<file path="src/rtl/cpts_pkg.sv">
// Shared types and constants for the counter priority task scheduler.
// Used by cpts_ctrl, cpts_dp and the top level. No dependencies.

package cpts_pkg;

    // Field widths
    localparam int OP_W   = 3;
    localparam int REQ_W  = 16;
    localparam int SLOT_W = 6;
    localparam int ST_W   = 2;
    localparam int CFG_IW = 2;
    localparam int CFG_DW = 8;
    localparam int PRI_W  = 8;
    localparam int CTR_W  = 16;
    localparam int DEP_W  = 8;

    // Operation codes
    localparam logic [OP_W-1:0] OP_TICK    = 3'd0;
    localparam logic [OP_W-1:0] OP_YIELD   = 3'd1;
    localparam logic [OP_W-1:0] OP_CREATE  = 3'd2;
    localparam logic [OP_W-1:0] OP_PDIS    = 3'd3;
    localparam logic [OP_W-1:0] OP_PEN     = 3'd4;
    localparam logic [OP_W-1:0] OP_SETRUN  = 3'd5;

    // Result status codes
    localparam logic [ST_W-1:0] ST_OK      = 2'd0;
    localparam logic [ST_W-1:0] ST_FULL    = 2'd1;
    localparam logic [ST_W-1:0] ST_NORUN   = 2'd2;
    localparam logic [ST_W-1:0] ST_BADSLOT = 2'd3;

    // Configuration register indexes
    localparam logic [CFG_IW-1:0] CFG_MIN_PRI  = 2'd0;
    localparam logic [CFG_IW-1:0] CFG_MAX_PRI  = 2'd1;
    localparam logic [CFG_IW-1:0] CFG_MIN_TS   = 2'd2;
    localparam logic [CFG_IW-1:0] CFG_INIT_PRI = 2'd3;

    // Register reset values
    localparam logic [CFG_DW-1:0] MIN_PRI_RST  = 8'd1;
    localparam logic [CFG_DW-1:0] MAX_PRI_RST  = 8'd15;
    localparam logic [CFG_DW-1:0] MIN_TS_RST   = 8'd1;
    localparam logic [CFG_DW-1:0] INIT_PRI_RST = 8'd1;

    // Recompute rounds before giving up with no runnable pick
    localparam int RECOMPUTE_ROUNDS = 32;
    localparam int RND_W = $clog2(RECOMPUTE_ROUNDS + 1);

    localparam logic signed [CTR_W-1:0] CTR_MIN = 16'sh8000;

    // One slot record as stored in the slot table
    typedef struct packed {
        logic        [PRI_W-1:0] pri;
        logic signed [CTR_W-1:0] ctr;
        logic        [DEP_W-1:0] dep;
    } cpts_ent_t;

    localparam int ENT_W = $bits(cpts_ent_t);

    // Commands from controller to datapath
    typedef struct packed {
        logic            accept;
        logic            rd_cur;
        logic            exec;
        logic            pass_start;
        logic            pass_recomp;
        logic            pass_step;
        logic            sw_rd_old;
        logic            sw_wr_old;
        logic            sw_rd_new;
        logic            sw_wr_new;
        logic            st_load;
        logic [ST_W-1:0] st_code;
        logic            out_load;
    } cpts_cmd_t;

    // Status from datapath to controller
    typedef struct packed {
        logic sched_need;
        logic pass_done;
        logic found;
        logic any_run;
        logic best_is_cur;
        logic out_free;
    } cpts_sts_t;

endpackage

</file>
<file path="src/rtl/cpts_ram.sv">
// Generic single-port-write, single-port-read RAM with registered read.
// No dependencies.

module cpts_ram #(
    parameter int WIDTH = 32,
    parameter int DEPTH = 64
) (
    input  logic                     clk,
    input  logic                     wr_en,
    input  logic [$clog2(DEPTH)-1:0] wr_addr,
    input  logic [WIDTH-1:0]         wr_data,
    input  logic                     rd_en,
    input  logic [$clog2(DEPTH)-1:0] rd_addr,
    output logic [WIDTH-1:0]         rd_data
);

    logic [WIDTH-1:0] mem [DEPTH];

    always_ff @(posedge clk)
    begin
        if (wr_en)
        begin
            mem[wr_addr] <= wr_data;
        end
        if (rd_en)
        begin
            rd_data <= mem[rd_addr];
        end
    end

endmodule

</file>
<file path="src/rtl/cpts_ctrl.sv">
// Scheduler controller: sequences operation, pick passes, recompute rounds
// and task switch. Depends on cpts_pkg.

module cpts_ctrl
    import cpts_pkg::*;
(
    input  logic      clk,
    input  logic      rst_n,
    input  logic      in_valid,
    output logic      in_ready,
    input  cpts_sts_t sts,
    output cpts_cmd_t cmd
);

    typedef enum logic [10:0] {
        S_IDLE   = 11'b000_0000_0001,
        S_RDCUR  = 11'b000_0000_0010,
        S_EXEC   = 11'b000_0000_0100,
        S_PICK   = 11'b000_0000_1000,
        S_RECOMP = 11'b000_0001_0000,
        S_NORUN  = 11'b000_0010_0000,
        S_SWRDO  = 11'b000_0100_0000,
        S_SWWRO  = 11'b000_1000_0000,
        S_SWRDN  = 11'b001_0000_0000,
        S_SWWRN  = 11'b010_0000_0000,
        S_DONE   = 11'b100_0000_0000
    } cpts_state_t;

    cpts_state_t            state_reg, state_next;
    logic [RND_W-1:0]       round_reg, round_next;

    assign in_ready = (state_reg == S_IDLE);

    // Next state and commands
    always_comb
    begin
        state_next = state_reg;
        round_next = round_reg;
        cmd        = '0;
        unique case (state_reg)
            S_IDLE:
            begin
                if (in_valid)
                begin
                    cmd.accept = 1'b1;
                    state_next = S_RDCUR;
                end
            end
            S_RDCUR:
            begin
                cmd.rd_cur = 1'b1;
                state_next = S_EXEC;
            end
            S_EXEC:
            begin
                cmd.exec = 1'b1;
                if (sts.sched_need)
                begin
                    cmd.pass_start = 1'b1;
                    state_next     = S_PICK;
                end
                else
                begin
                    state_next = S_DONE;
                end
            end
            S_PICK:
            begin
                if (!sts.pass_done)
                begin
                    cmd.pass_step = 1'b1;
                end
                else if (sts.found)
                begin
                    state_next = sts.best_is_cur ? S_DONE : S_SWRDO;
                end
                else if (!sts.any_run)
                begin
                    // nothing runnable: one recompute pass, then report
                    cmd.pass_start  = 1'b1;
                    cmd.pass_recomp = 1'b1;
                    state_next      = S_NORUN;
                end
                else
                begin
                    cmd.pass_start  = 1'b1;
                    cmd.pass_recomp = 1'b1;
                    round_next      = RND_W'(1);
                    state_next      = S_RECOMP;
                end
            end
            S_RECOMP:
            begin
                if (!sts.pass_done)
                begin
                    cmd.pass_step = 1'b1;
                end
                else if (sts.found)
                begin
                    state_next = sts.best_is_cur ? S_DONE : S_SWRDO;
                end
                else if (round_reg == RND_W'(RECOMPUTE_ROUNDS))
                begin
                    cmd.st_load = 1'b1;
                    cmd.st_code = ST_NORUN;
                    state_next  = S_DONE;
                end
                else
                begin
                    cmd.pass_start  = 1'b1;
                    cmd.pass_recomp = 1'b1;
                    round_next      = round_reg + RND_W'(1);
                end
            end
            S_NORUN:
            begin
                if (!sts.pass_done)
                begin
                    cmd.pass_step = 1'b1;
                end
                else
                begin
                    cmd.st_load = 1'b1;
                    cmd.st_code = ST_NORUN;
                    state_next  = S_DONE;
                end
            end
            S_SWRDO:
            begin
                cmd.sw_rd_old = 1'b1;
                state_next    = S_SWWRO;
            end
            S_SWWRO:
            begin
                cmd.sw_wr_old = 1'b1;
                state_next    = S_SWRDN;
            end
            S_SWRDN:
            begin
                cmd.sw_rd_new = 1'b1;
                state_next    = S_SWWRN;
            end
            S_SWWRN:
            begin
                cmd.sw_wr_new = 1'b1;
                state_next    = S_DONE;
            end
            S_DONE:
            begin
                if (sts.out_free)
                begin
                    cmd.out_load = 1'b1;
                    state_next   = S_IDLE;
                end
            end
            default:
            begin
                state_next = S_IDLE;
            end
        endcase
    end

    always_ff @(posedge clk or negedge rst_n)
    begin
        if (!rst_n)
        begin
            state_reg <= S_IDLE;
            round_reg <= '0;
        end
        else
        begin
            state_reg <= state_next;
            round_reg <= round_next;
        end
    end

endmodule

</file>
<file path="src/rtl/cpts_dp.sv">
// Scheduler datapath: slot table, runnable bits, task count, config
// registers, pick/recompute pass and result register.
// Depends on cpts_pkg and cpts_ram.

module cpts_dp
    import cpts_pkg::*;
#(
    parameter int SLOT_COUNT = 64
) (
    input  logic                clk,
    input  logic                rst_n,
    input  cpts_cmd_t           cmd,
    output cpts_sts_t           sts,
    input  logic [OP_W-1:0]     operation,
    input  logic signed [REQ_W-1:0] priority_req,
    input  logic [SLOT_W-1:0]   slot,
    input  logic                runnable,
    input  logic                cfg_valid,
    output logic                cfg_ready,
    input  logic [CFG_IW-1:0]   cfg_index,
    input  logic [CFG_DW-1:0]   cfg_data,
    output logic                out_valid,
    input  logic                out_ready,
    output logic [ST_W-1:0]     status,
    output logic [SLOT_W-1:0]   current_task,
    output logic                switched,
    output logic [SLOT_W-1:0]   new_slot
);

    localparam int IDX_W = $clog2(SLOT_COUNT);
    localparam int TC_W  = $clog2(SLOT_COUNT + 1);

    // Latched item
    logic [OP_W-1:0]         op_reg;
    logic signed [REQ_W-1:0] req_reg;
    logic [SLOT_W-1:0]       slot_reg;
    logic                    run_reg;

    // Config
    logic [PRI_W-1:0] min_pri_reg, max_pri_reg, min_ts_reg;

    // Scheduler state
    logic [SLOT_COUNT-1:0] runnable_reg;
    logic [TC_W-1:0]       tc_reg;
    logic [IDX_W-1:0]      cur_reg;
    logic                  slot0_wr_reg;
    logic                  rd_init_reg;

    // Pass state
    logic [TC_W-1:0]         issue_reg;
    logic                    pend_reg;
    logic [IDX_W-1:0]        pend_idx_reg;
    logic                    recomp_reg;
    logic                    best_vld_reg;
    logic [IDX_W-1:0]        best_reg;
    logic signed [CTR_W-1:0] top_reg;

    // Item result
    logic [ST_W-1:0]   st_reg;
    logic              sw_reg;
    logic [IDX_W-1:0]  new_reg;

    // Output register
    logic              out_valid_reg;
    logic [ST_W-1:0]   out_st_reg;
    logic [SLOT_W-1:0] out_cur_reg;
    logic              out_sw_reg;
    logic [SLOT_W-1:0] out_new_reg;

    // Table port
    logic              rd_en, wr_en;
    logic [IDX_W-1:0]  rd_addr, wr_addr;
    logic [ENT_W-1:0]  wr_data, rd_data;

    cpts_ram #(
        .WIDTH (ENT_W),
        .DEPTH (SLOT_COUNT)
    ) u_table (
        .clk     (clk),
        .wr_en   (wr_en),
        .wr_addr (wr_addr),
        .wr_data (wr_data),
        .rd_en   (rd_en),
        .rd_addr (rd_addr),
        .rd_data (rd_data)
    );

    // Slot 0 reads as the init task until first written
    cpts_ent_t ent;
    always_comb
    begin
        if (rd_init_reg)
        begin
            ent.pri = INIT_PRI_RST;
            ent.ctr = '0;
            ent.dep = '0;
        end
        else
        begin
            ent = cpts_ent_t'(rd_data);
        end
    end

    // Entry arithmetic
    logic signed [CTR_W-1:0] ctr_dec;
    logic [DEP_W-1:0]        dep_inc, dep_dec;
    logic                    tick_sched;

    assign ctr_dec    = (ent.ctr == CTR_MIN) ? ent.ctr : ent.ctr - 16'sd1;
    assign dep_inc    = (ent.dep == '1) ? ent.dep : ent.dep + DEP_W'(1);
    assign dep_dec    = (ent.dep == '0) ? ent.dep : ent.dep - DEP_W'(1);
    assign tick_sched = (ctr_dec <= 16'sd0) && (ent.dep == '0);

    // Timeslice recompute: min(max(min_ts, c/2 + prio), 2*prio)
    logic signed [CTR_W-1:0] half;
    logic signed [17:0]      nc_sum, nc_lo, nc_hi, nc_floor, nc_clip;
    logic signed [CTR_W-1:0] nc;
    logic signed [CTR_W-1:0] cand;

    assign half     = ent.ctr >>> 1;
    assign nc_sum   = 18'(half) + signed'({10'd0, ent.pri});
    assign nc_lo    = signed'({10'd0, min_ts_reg});
    assign nc_hi    = signed'({9'd0, ent.pri, 1'b0});
    assign nc_floor = (nc_sum < nc_lo) ? nc_lo : nc_sum;
    assign nc_clip  = (nc_floor > nc_hi) ? nc_hi : nc_floor;
    assign nc       = nc_clip[CTR_W-1:0];
    assign cand     = recomp_reg ? nc : ent.ctr;

    // Create priority clamp, lower bound checked first
    logic signed [REQ_W:0] req_x, min_x, max_x;
    logic [PRI_W-1:0]      pri_new;
    logic                  full;
    logic                  setrun_ok;

    assign req_x = 17'(req_reg);
    assign min_x = signed'({9'd0, min_pri_reg});
    assign max_x = signed'({9'd0, max_pri_reg});
    always_comb
    begin
        if (req_x < min_x)
        begin
            pri_new = min_pri_reg;
        end
        else if (req_x > max_x)
        begin
            pri_new = max_pri_reg;
        end
        else
        begin
            pri_new = req_x[PRI_W-1:0];
        end
    end

    assign full      = (tc_reg == TC_W'(SLOT_COUNT));
    assign setrun_ok = (32'(slot_reg) < 32'(tc_reg));

    // Table read and write selection
    always_comb
    begin
        rd_en   = 1'b0;
        rd_addr = cur_reg;
        wr_en   = 1'b0;
        wr_addr = cur_reg;
        wr_data = ent;
        if (cmd.rd_cur || cmd.sw_rd_old)
        begin
            rd_en = 1'b1;
        end
        if (cmd.sw_rd_new)
        begin
            rd_en   = 1'b1;
            rd_addr = best_reg;
        end
        if (cmd.pass_step && (issue_reg != tc_reg))
        begin
            rd_en   = 1'b1;
            rd_addr = issue_reg[IDX_W-1:0];
        end
        if (cmd.exec)
        begin
            case (op_reg)
                OP_TICK:
                begin
                    wr_en   = 1'b1;
                    wr_data = {ent.pri, (tick_sched ? 16'sd0 : ctr_dec), ent.dep};
                end
                OP_YIELD:
                begin
                    wr_en   = (ent.dep == '0);
                    wr_data = {ent.pri, 16'sd0, ent.dep};
                end
                OP_CREATE:
                begin
                    wr_en   = !full;
                    wr_addr = tc_reg[IDX_W-1:0];
                    wr_data = {pri_new, {8'd0, pri_new}, DEP_W'(1)};
                end
                OP_PDIS:
                begin
                    wr_en   = 1'b1;
                    wr_data = {ent.pri, ent.ctr, dep_inc};
                end
                OP_PEN:
                begin
                    wr_en   = 1'b1;
                    wr_data = {ent.pri, ent.ctr, dep_dec};
                end
                default:
                begin
                    wr_en = 1'b0;
                end
            endcase
        end
        if (cmd.pass_step && pend_reg && recomp_reg)
        begin
            wr_en   = 1'b1;
            wr_addr = pend_idx_reg;
            wr_data = {ent.pri, nc, ent.dep};
        end
        if (cmd.sw_wr_old)
        begin
            wr_en   = 1'b1;
            wr_data = {ent.pri, ent.ctr, dep_inc};
        end
        if (cmd.sw_wr_new)
        begin
            wr_en   = 1'b1;
            wr_addr = best_reg;
            wr_data = {ent.pri, ent.ctr, dep_dec};
        end
    end

    // Status to controller
    assign sts.sched_need  = (op_reg == OP_TICK)  ? tick_sched :
                             (op_reg == OP_YIELD) ? (ent.dep == '0) : 1'b0;
    assign sts.pass_done   = (issue_reg == tc_reg) && !pend_reg;
    assign sts.found       = best_vld_reg;
    assign sts.any_run     = |runnable_reg;
    assign sts.best_is_cur = (best_reg == cur_reg);
    assign sts.out_free    = !out_valid_reg || out_ready;

    assign cfg_ready = 1'b1;

    // Payload latch, no reset
    always_ff @(posedge clk)
    begin
        if (cmd.accept)
        begin
            op_reg   <= operation;
            req_reg  <= priority_req;
            slot_reg <= slot;
            run_reg  <= runnable;
        end
    end

    // Config registers; a write to the init priority index is ignored, slot 0 uses INIT_PRI_RST
    always_ff @(posedge clk or negedge rst_n)
    begin
        if (!rst_n)
        begin
            min_pri_reg <= MIN_PRI_RST;
            max_pri_reg <= MAX_PRI_RST;
            min_ts_reg  <= MIN_TS_RST;
        end
        else if (cfg_valid && cfg_ready)
        begin
            unique case (cfg_index)
                CFG_MIN_PRI:  min_pri_reg <= cfg_data;
                CFG_MAX_PRI:  max_pri_reg <= cfg_data;
                CFG_MIN_TS:   min_ts_reg  <= cfg_data;
                CFG_INIT_PRI: min_ts_reg  <= min_ts_reg;
                default:      min_ts_reg  <= min_ts_reg;
            endcase
        end
    end

    // Scheduler state, pass state and result
    always_ff @(posedge clk or negedge rst_n)
    begin
        if (!rst_n)
        begin
            runnable_reg <= SLOT_COUNT'(1);
            tc_reg       <= TC_W'(1);
            cur_reg      <= '0;
            slot0_wr_reg <= 1'b0;
            rd_init_reg  <= 1'b0;
            issue_reg    <= '0;
            pend_reg     <= 1'b0;
            pend_idx_reg <= '0;
            recomp_reg   <= 1'b0;
            best_vld_reg <= 1'b0;
            best_reg     <= '0;
            top_reg      <= '0;
            st_reg       <= ST_OK;
            sw_reg       <= 1'b0;
            new_reg      <= '0;
        end
        else
        begin
            rd_init_reg <= rd_en && (rd_addr == '0) && !slot0_wr_reg;
            if (wr_en && (wr_addr == '0))
            begin
                slot0_wr_reg <= 1'b1;
            end

            if (cmd.accept)
            begin
                st_reg  <= ST_OK;
                sw_reg  <= 1'b0;
                new_reg <= '0;
            end

            // operation on current slot or table
            if (cmd.exec)
            begin
                case (op_reg)
                    OP_CREATE:
                    begin
                        if (full)
                        begin
                            st_reg <= ST_FULL;
                        end
                        else
                        begin
                            runnable_reg[tc_reg[IDX_W-1:0]] <= 1'b1;
                            new_reg <= tc_reg[IDX_W-1:0];
                            tc_reg  <= tc_reg + TC_W'(1);
                        end
                    end
                    OP_SETRUN:
                    begin
                        if (setrun_ok)
                        begin
                            runnable_reg[slot_reg[IDX_W-1:0]] <= run_reg;
                        end
                        else
                        begin
                            st_reg <= ST_BADSLOT;
                        end
                    end
                    default:
                    begin
                        st_reg <= st_reg;
                    end
                endcase
            end

            if (cmd.st_load)
            begin
                st_reg <= cmd.st_code;
            end

            // pick / recompute pass, one slot a cycle
            if (cmd.pass_start)
            begin
                issue_reg    <= '0;
                pend_reg     <= 1'b0;
                recomp_reg   <= cmd.pass_recomp;
                best_vld_reg <= 1'b0;
                top_reg      <= '0;
            end
            else if (cmd.pass_step)
            begin
                pend_reg     <= (issue_reg != tc_reg);
                pend_idx_reg <= issue_reg[IDX_W-1:0];
                if (issue_reg != tc_reg)
                begin
                    issue_reg <= issue_reg + TC_W'(1);
                end
                if (pend_reg && runnable_reg[pend_idx_reg] && (cand > top_reg))
                begin
                    top_reg      <= cand;
                    best_reg     <= pend_idx_reg;
                    best_vld_reg <= 1'b1;
                end
            end

            if (cmd.sw_wr_new)
            begin
                cur_reg <= best_reg;
                sw_reg  <= 1'b1;
            end
        end
    end

    // Result register
    always_ff @(posedge clk or negedge rst_n)
    begin
        if (!rst_n)
        begin
            out_valid_reg <= 1'b0;
        end
        else if (cmd.out_load)
        begin
            out_valid_reg <= 1'b1;
        end
        else if (out_ready)
        begin
            out_valid_reg <= 1'b0;
        end
    end

    always_ff @(posedge clk)
    begin
        if (cmd.out_load)
        begin
            out_st_reg  <= st_reg;
            out_cur_reg <= SLOT_W'(cur_reg);
            out_sw_reg  <= sw_reg;
            out_new_reg <= SLOT_W'(new_reg);
        end
    end

    assign out_valid    = out_valid_reg;
    assign status       = out_st_reg;
    assign current_task = out_cur_reg;
    assign switched     = out_sw_reg;
    assign new_slot     = out_new_reg;

endmodule

</file>
<file path="src/rtl/counter_priority_task_scheduler.sv">
// Operations that do not reschedule pass through read current, execute and
// done; a schedule adds table passes over the tasks, up to 33, and a task
// switch reads and writes the old, then the new slot. One item at a time, the
// next after the result is loaded; the single table read port sets the pass.
// Reset: slot 0 valid and runnable as init task, no clearing pass needed.
// Depends on cpts_pkg, cpts_ctrl, cpts_dp (and cpts_ram).

module counter_priority_task_scheduler
    import cpts_pkg::*;
#(
    parameter int SLOT_COUNT = 64
) (
    input  logic                    clk,
    input  logic                    rst_n,
    input  logic                    in_valid,
    output logic                    in_ready,
    input  logic [OP_W-1:0]         operation,
    input  logic signed [REQ_W-1:0] priority_req,
    input  logic [SLOT_W-1:0]       slot,
    input  logic                    runnable,
    input  logic                    cfg_valid,
    output logic                    cfg_ready,
    input  logic [CFG_IW-1:0]       cfg_index,
    input  logic [CFG_DW-1:0]       cfg_data,
    output logic                    out_valid,
    input  logic                    out_ready,
    output logic [ST_W-1:0]         status,
    output logic [SLOT_W-1:0]       current_task,
    output logic                    switched,
    output logic [SLOT_W-1:0]       new_slot
);

    cpts_cmd_t cmd;
    cpts_sts_t sts;

    cpts_ctrl u_ctrl (
        .clk      (clk),
        .rst_n    (rst_n),
        .in_valid (in_valid),
        .in_ready (in_ready),
        .sts      (sts),
        .cmd      (cmd)
    );

    cpts_dp #(
        .SLOT_COUNT (SLOT_COUNT)
    ) u_dp (
        .clk          (clk),
        .rst_n        (rst_n),
        .cmd          (cmd),
        .sts          (sts),
        .operation    (operation),
        .priority_req (priority_req),
        .slot         (slot),
        .runnable     (runnable),
        .cfg_valid    (cfg_valid),
        .cfg_ready    (cfg_ready),
        .cfg_index    (cfg_index),
        .cfg_data     (cfg_data),
        .out_valid    (out_valid),
        .out_ready    (out_ready),
        .status       (status),
        .current_task (current_task),
        .switched     (switched),
        .new_slot     (new_slot)
    );

`ifndef SYNTHESIS
    // one item in flight
    a_one_item: assert property (@(posedge clk) disable iff (!rst_n)
        (in_valid && in_ready) |=> !in_ready)
        else $error("input taken while an item is in flight");

    // a switch only comes with a good schedule
    a_sw_ok: assert property (@(posedge clk) disable iff (!rst_n)
        (out_valid && switched) |-> (status == ST_OK))
        else $error("switch reported with bad status");

    // a created slot never comes with a switch or an error
    a_create: assert property (@(posedge clk) disable iff (!rst_n)
        (out_valid && (new_slot != '0)) |-> (status == ST_OK && !switched))
        else $error("create result inconsistent");
`endif

endmodule
</file>
<file path="config.mk">
export PLATFORM = sky130hd
export DESIGN_NAME = counter_priority_task_scheduler
export DESIGN_NICKNAME = d
export VERILOG_FILES = /design/src/rtl/cpts_pkg.sv /design/src/rtl/cpts_ram.sv /design/src/rtl/cpts_ctrl.sv /design/src/rtl/cpts_dp.sv /design/src/rtl/counter_priority_task_scheduler.sv
export SDC_FILE = /design/constraint.sdc
export NUM_CORES = 2
export LEC_CHECK = 0
export BUFFER_PORTS_ARGS = -buffer_cell sky130_fd_sc_hd__buf_2
export CAP_MARGIN = 20
export CELL_PAD_IN_SITES_DETAIL_PLACEMENT = 1
export CELL_PAD_IN_SITES_GLOBAL_PLACEMENT = 1
export CORE_AREA = 2 2 443 445
export DETAILED_ROUTE_END_ITERATION = 16
export DIE_AREA = 0 0 445 447
export PLACE_DENSITY_LB_ADDON = 0.25
export SYNTH_ARGS = -nofsm -noshare
export SYNTH_HDL_FRONTEND = slang
export SYNTH_SLANG_ARGS = --single-unit
</file>
<file path="constraint.sdc">
create_clock -name clk -period 17.2 [get_ports clk]
set_input_delay 3.44 -clock clk [delete_from_list [all_inputs] [get_ports clk]]
set_output_delay 3.44 -clock clk [all_outputs]
set_load 0.005 [all_outputs]
</file>
==> metrics.md <==
| Metric | Value |
|---|---|
| Synthesized netlist cell count | 7,112 |
| Avg Inst Size Synth | 13.6 sq um |
| Clk sinks | 2,289 |
| Post-route clock period utilization | 64.0% |
| CTS Hold Buffers Added | 0 |
| Final hold viol count | 0 |
| Final Net Count | 7,267 |
| Status | finished, final reports clean |
| Post_cts resized | 0 |
| Clock root buffer | clkbuf_16 |
| CTS Buffer Depth | 3 |
| Layout cells sized above 1 | 11.7% |
| Fillers | 18,692 |
| Final Max Tran Viols | 0 |
| Syn Std Cell Area | 96,600 sq um |
| Max Cap Viol | 0 |
| # IOs | 59 |
| HP Class | register to register |
| Final Power | 13.2 mW |
| Top post-synthesis cells by area | edfxtp_1 66%, mux2i_1 5.9%, nand2_1 4.7%, dfrtp_1 4.1%, nand3_1 2.2% |
| Synthesis-stage register bit count | 2,289 |
| Leading cell type by number of instances after synthesis | edfxtp_1 |
| Synth cell count leaders | 2,121 x edfxtp_1, 1,206 x nand2_1, 568 x mux2i_1, 421 x nand3_1, 390 x a21oi_1 |
| Complex-gate fraction of the synthesized area | 8.31% |
| GPL Wtd Cong | 0.874 |
| Mean number of vias per cell | 6.60 |
| Critical path type | register to register |
| Critical path's slowest cell | nand2_1 |
| Setup crit end kind | register |
| Post-Route WL | 324,000 um |
| PD cells | 122 nW/um^2 |
| Tmin final | 11.00 ns |
| Die H | 447 um |
| Worst path max stage delay | 0.76 ns |
| Vias in the first global route | 67,109 |
| Antenna violations before repair | 19 |
| Cell Rows | 162 |
| CTS tree | yes |
| Placed cell area | 101,000 sq um |
| Post CTS Setup Buffer Count | 0 |
| Setup-failing EPs final | 0 |
| Worst Tran Pin Value | 1.19 ns |
| Die area | 199,000 sq um |
| Crit path max fanout | 22 |
| Largest family of logic cells by synthesized area | simple AND/OR/NAND/NOR gates |
| Crit start category | register |
| Cell variety after synth | 84 |
| Design Area, Final | 108,000 sq um |
| Drc violations | 0 |
| Initial core utilization | 49.7% |
| Post-synth top area share | 66.0% |
| Maximum clock rate | 90.9 MHz |
| Vias | 65,416 |
| Wire per inst | 32.6 um |
| Post-Syn Nets | 7,219 |
| Initial DRC count | 7,962 |
| Slew HR | 20.1% |
| Fraction of the mapped netlist area in adder cells | 0.876% |
| GRT Overall Usage | 32.1% |
| First-pass GRT wire length | 465,000 um |
| Syn. warnings | 0 |
| Mux cell area share after synthesis | 7.24% |
| DP HPWL | 180,000 um |
| RSZ-0062 raised after global routing | no |
| Simple-gate share of the synthesized area | 10.2% |
| Clk Latency, worst-skew pair | 0.90 ns |
| Number of flip-flops in the largest register | 2,048 |
| Skew final | 0.0497 ns |
| Register area share after synthesis | 70.3% |
| EDFF count, synth | 2,121 |
| Leak pwr | 38.9 nW |
| Setup TNS Final | 0 ns |
| H-tree levels | 4 |
| Port bufs | 57 |
| Reg clk slew, reported paths | 0.06 ns |
| Post-synth ARST share | 7.34% |
| Die X-Extent | 445 um |
| Synth area leader | edfxtp_1 |
| Post-Synth XOR/XNOR Area | 0.517% |
| Largest net degree at the start of global routing | 142 |
| Required @ worst endpoint | 17.90 ns |
| 1st-pass router iterations | 6 |
| CTS Buf Count | 227 |
| Synth-to-layout area growth | 12.1% |
| Peak supply drop | 0.120 mV |
| Crit path DAT | 11.71 ns |
| Total core area | 194,000 sq um |
| Gr ovfl total | 0 |
| Ys flop type | edfxtp_1 |
| Detail Route Antenna Nets | 0 |
[placed cells by master (no fill, tap or decap), types with 86 or more instances in the layout]
cell,n
a21oi_1,384
a31oi_1,202
buf_4,191
clkbuf_16,233
dfrtp_1,158
edfxtp_1,2121
inv_1,86
mux2i_1,565
nand2_1,1199
nand3_1,421
nor2_1,148
nor3_1,106
o21ai_0,180
o221ai_1,123
[report_power, final]
group          internal [mW]  switching, mW
Clock                   2.82           2.18
Sequential              6.58          0.152
Combinational          0.406           1.07
Total                   9.80           3.40
[path summary, 6_finish.rpt]
kind,from,endpoint,slack (ns),cells after the start
worst max-delay path,u_dp.rd_init_reg,u_dp.top_reg[10],6.20,44
worst min-delay path,u_dp.new_reg[3],u_dp.new_slot[3],0.45,0
worst max register to register,u_dp.rd_init_reg,u_dp.top_reg[10],6.20,44
worst min register to register,u_dp.new_reg[3],u_dp.new_slot[3],0.45,0
max in group asynchronous,rst_n,u_dp.runnable_reg[42],12.70,3
min in group asynchronous,rst_n,u_dp.max_pri_reg[7],2.64,1
[final cells by class]
class	count	area, sq um	area share (%)
inverters	92	345	0.319
flip-flops and latches	2289	67900	62.7
multi-input cells	4283	27400	25.3
clock inverters	141	1360	1.26
well taps	2542	3180	2.94
clock buffers	275	6000	5.54
repair buffers	267	1970	1.82
diodes	28	70.1	0.0647
[kinds of logic after synthesis]
family / after synthesis
multiplexers: 661
XOR/XNOR: 57
AND/OR/NAND/NOR: 2245
flip-flops: 2289
other: 1
adder cells (fa/ha/maj): 68
buffers and inverters: 540
AO/OA/AOI/OAI: 1251
[metrics by stage]
stage	utilization (%)	hold WS [ns]	setup slack (ns)	instances
2_1_floorplan	-	0.400	6.71	7112
3_3_place_gp	51.9	0.435	6.44	9461
3_5_place_dp	51.9	0.440	6.32	9463
4_1_cts	55.7	0.454	6.26	9879
5_1_grt	55.7	0.457	5.45	9909
6_report	55.7	0.451	6.20	9917
[per-layer routing]
layer  wire length, um  GRT usage [%]  up-vias
met2            152000           51.3     3541
met1            127000           43.0    33976
met3             29800           5.65      686
met4             14700           14.5       10
li1                  -              -    27203
met5                58              0        -
[worst max-delay path, delay by kind of cell (launching register included)]
| family | cells | cell delay (ns) |
|---|---|---|
| buf+inv | 4 | 1.08 |
| flops | 1 | 0.47 |
| compound gates | 21 | 4.04 |
| fa+ha+maj | 6 | 2.34 |
| mux | 2 | 0.51 |
| simple gates | 11 | 2.36 |
Power figures use the tool's default switching activity.
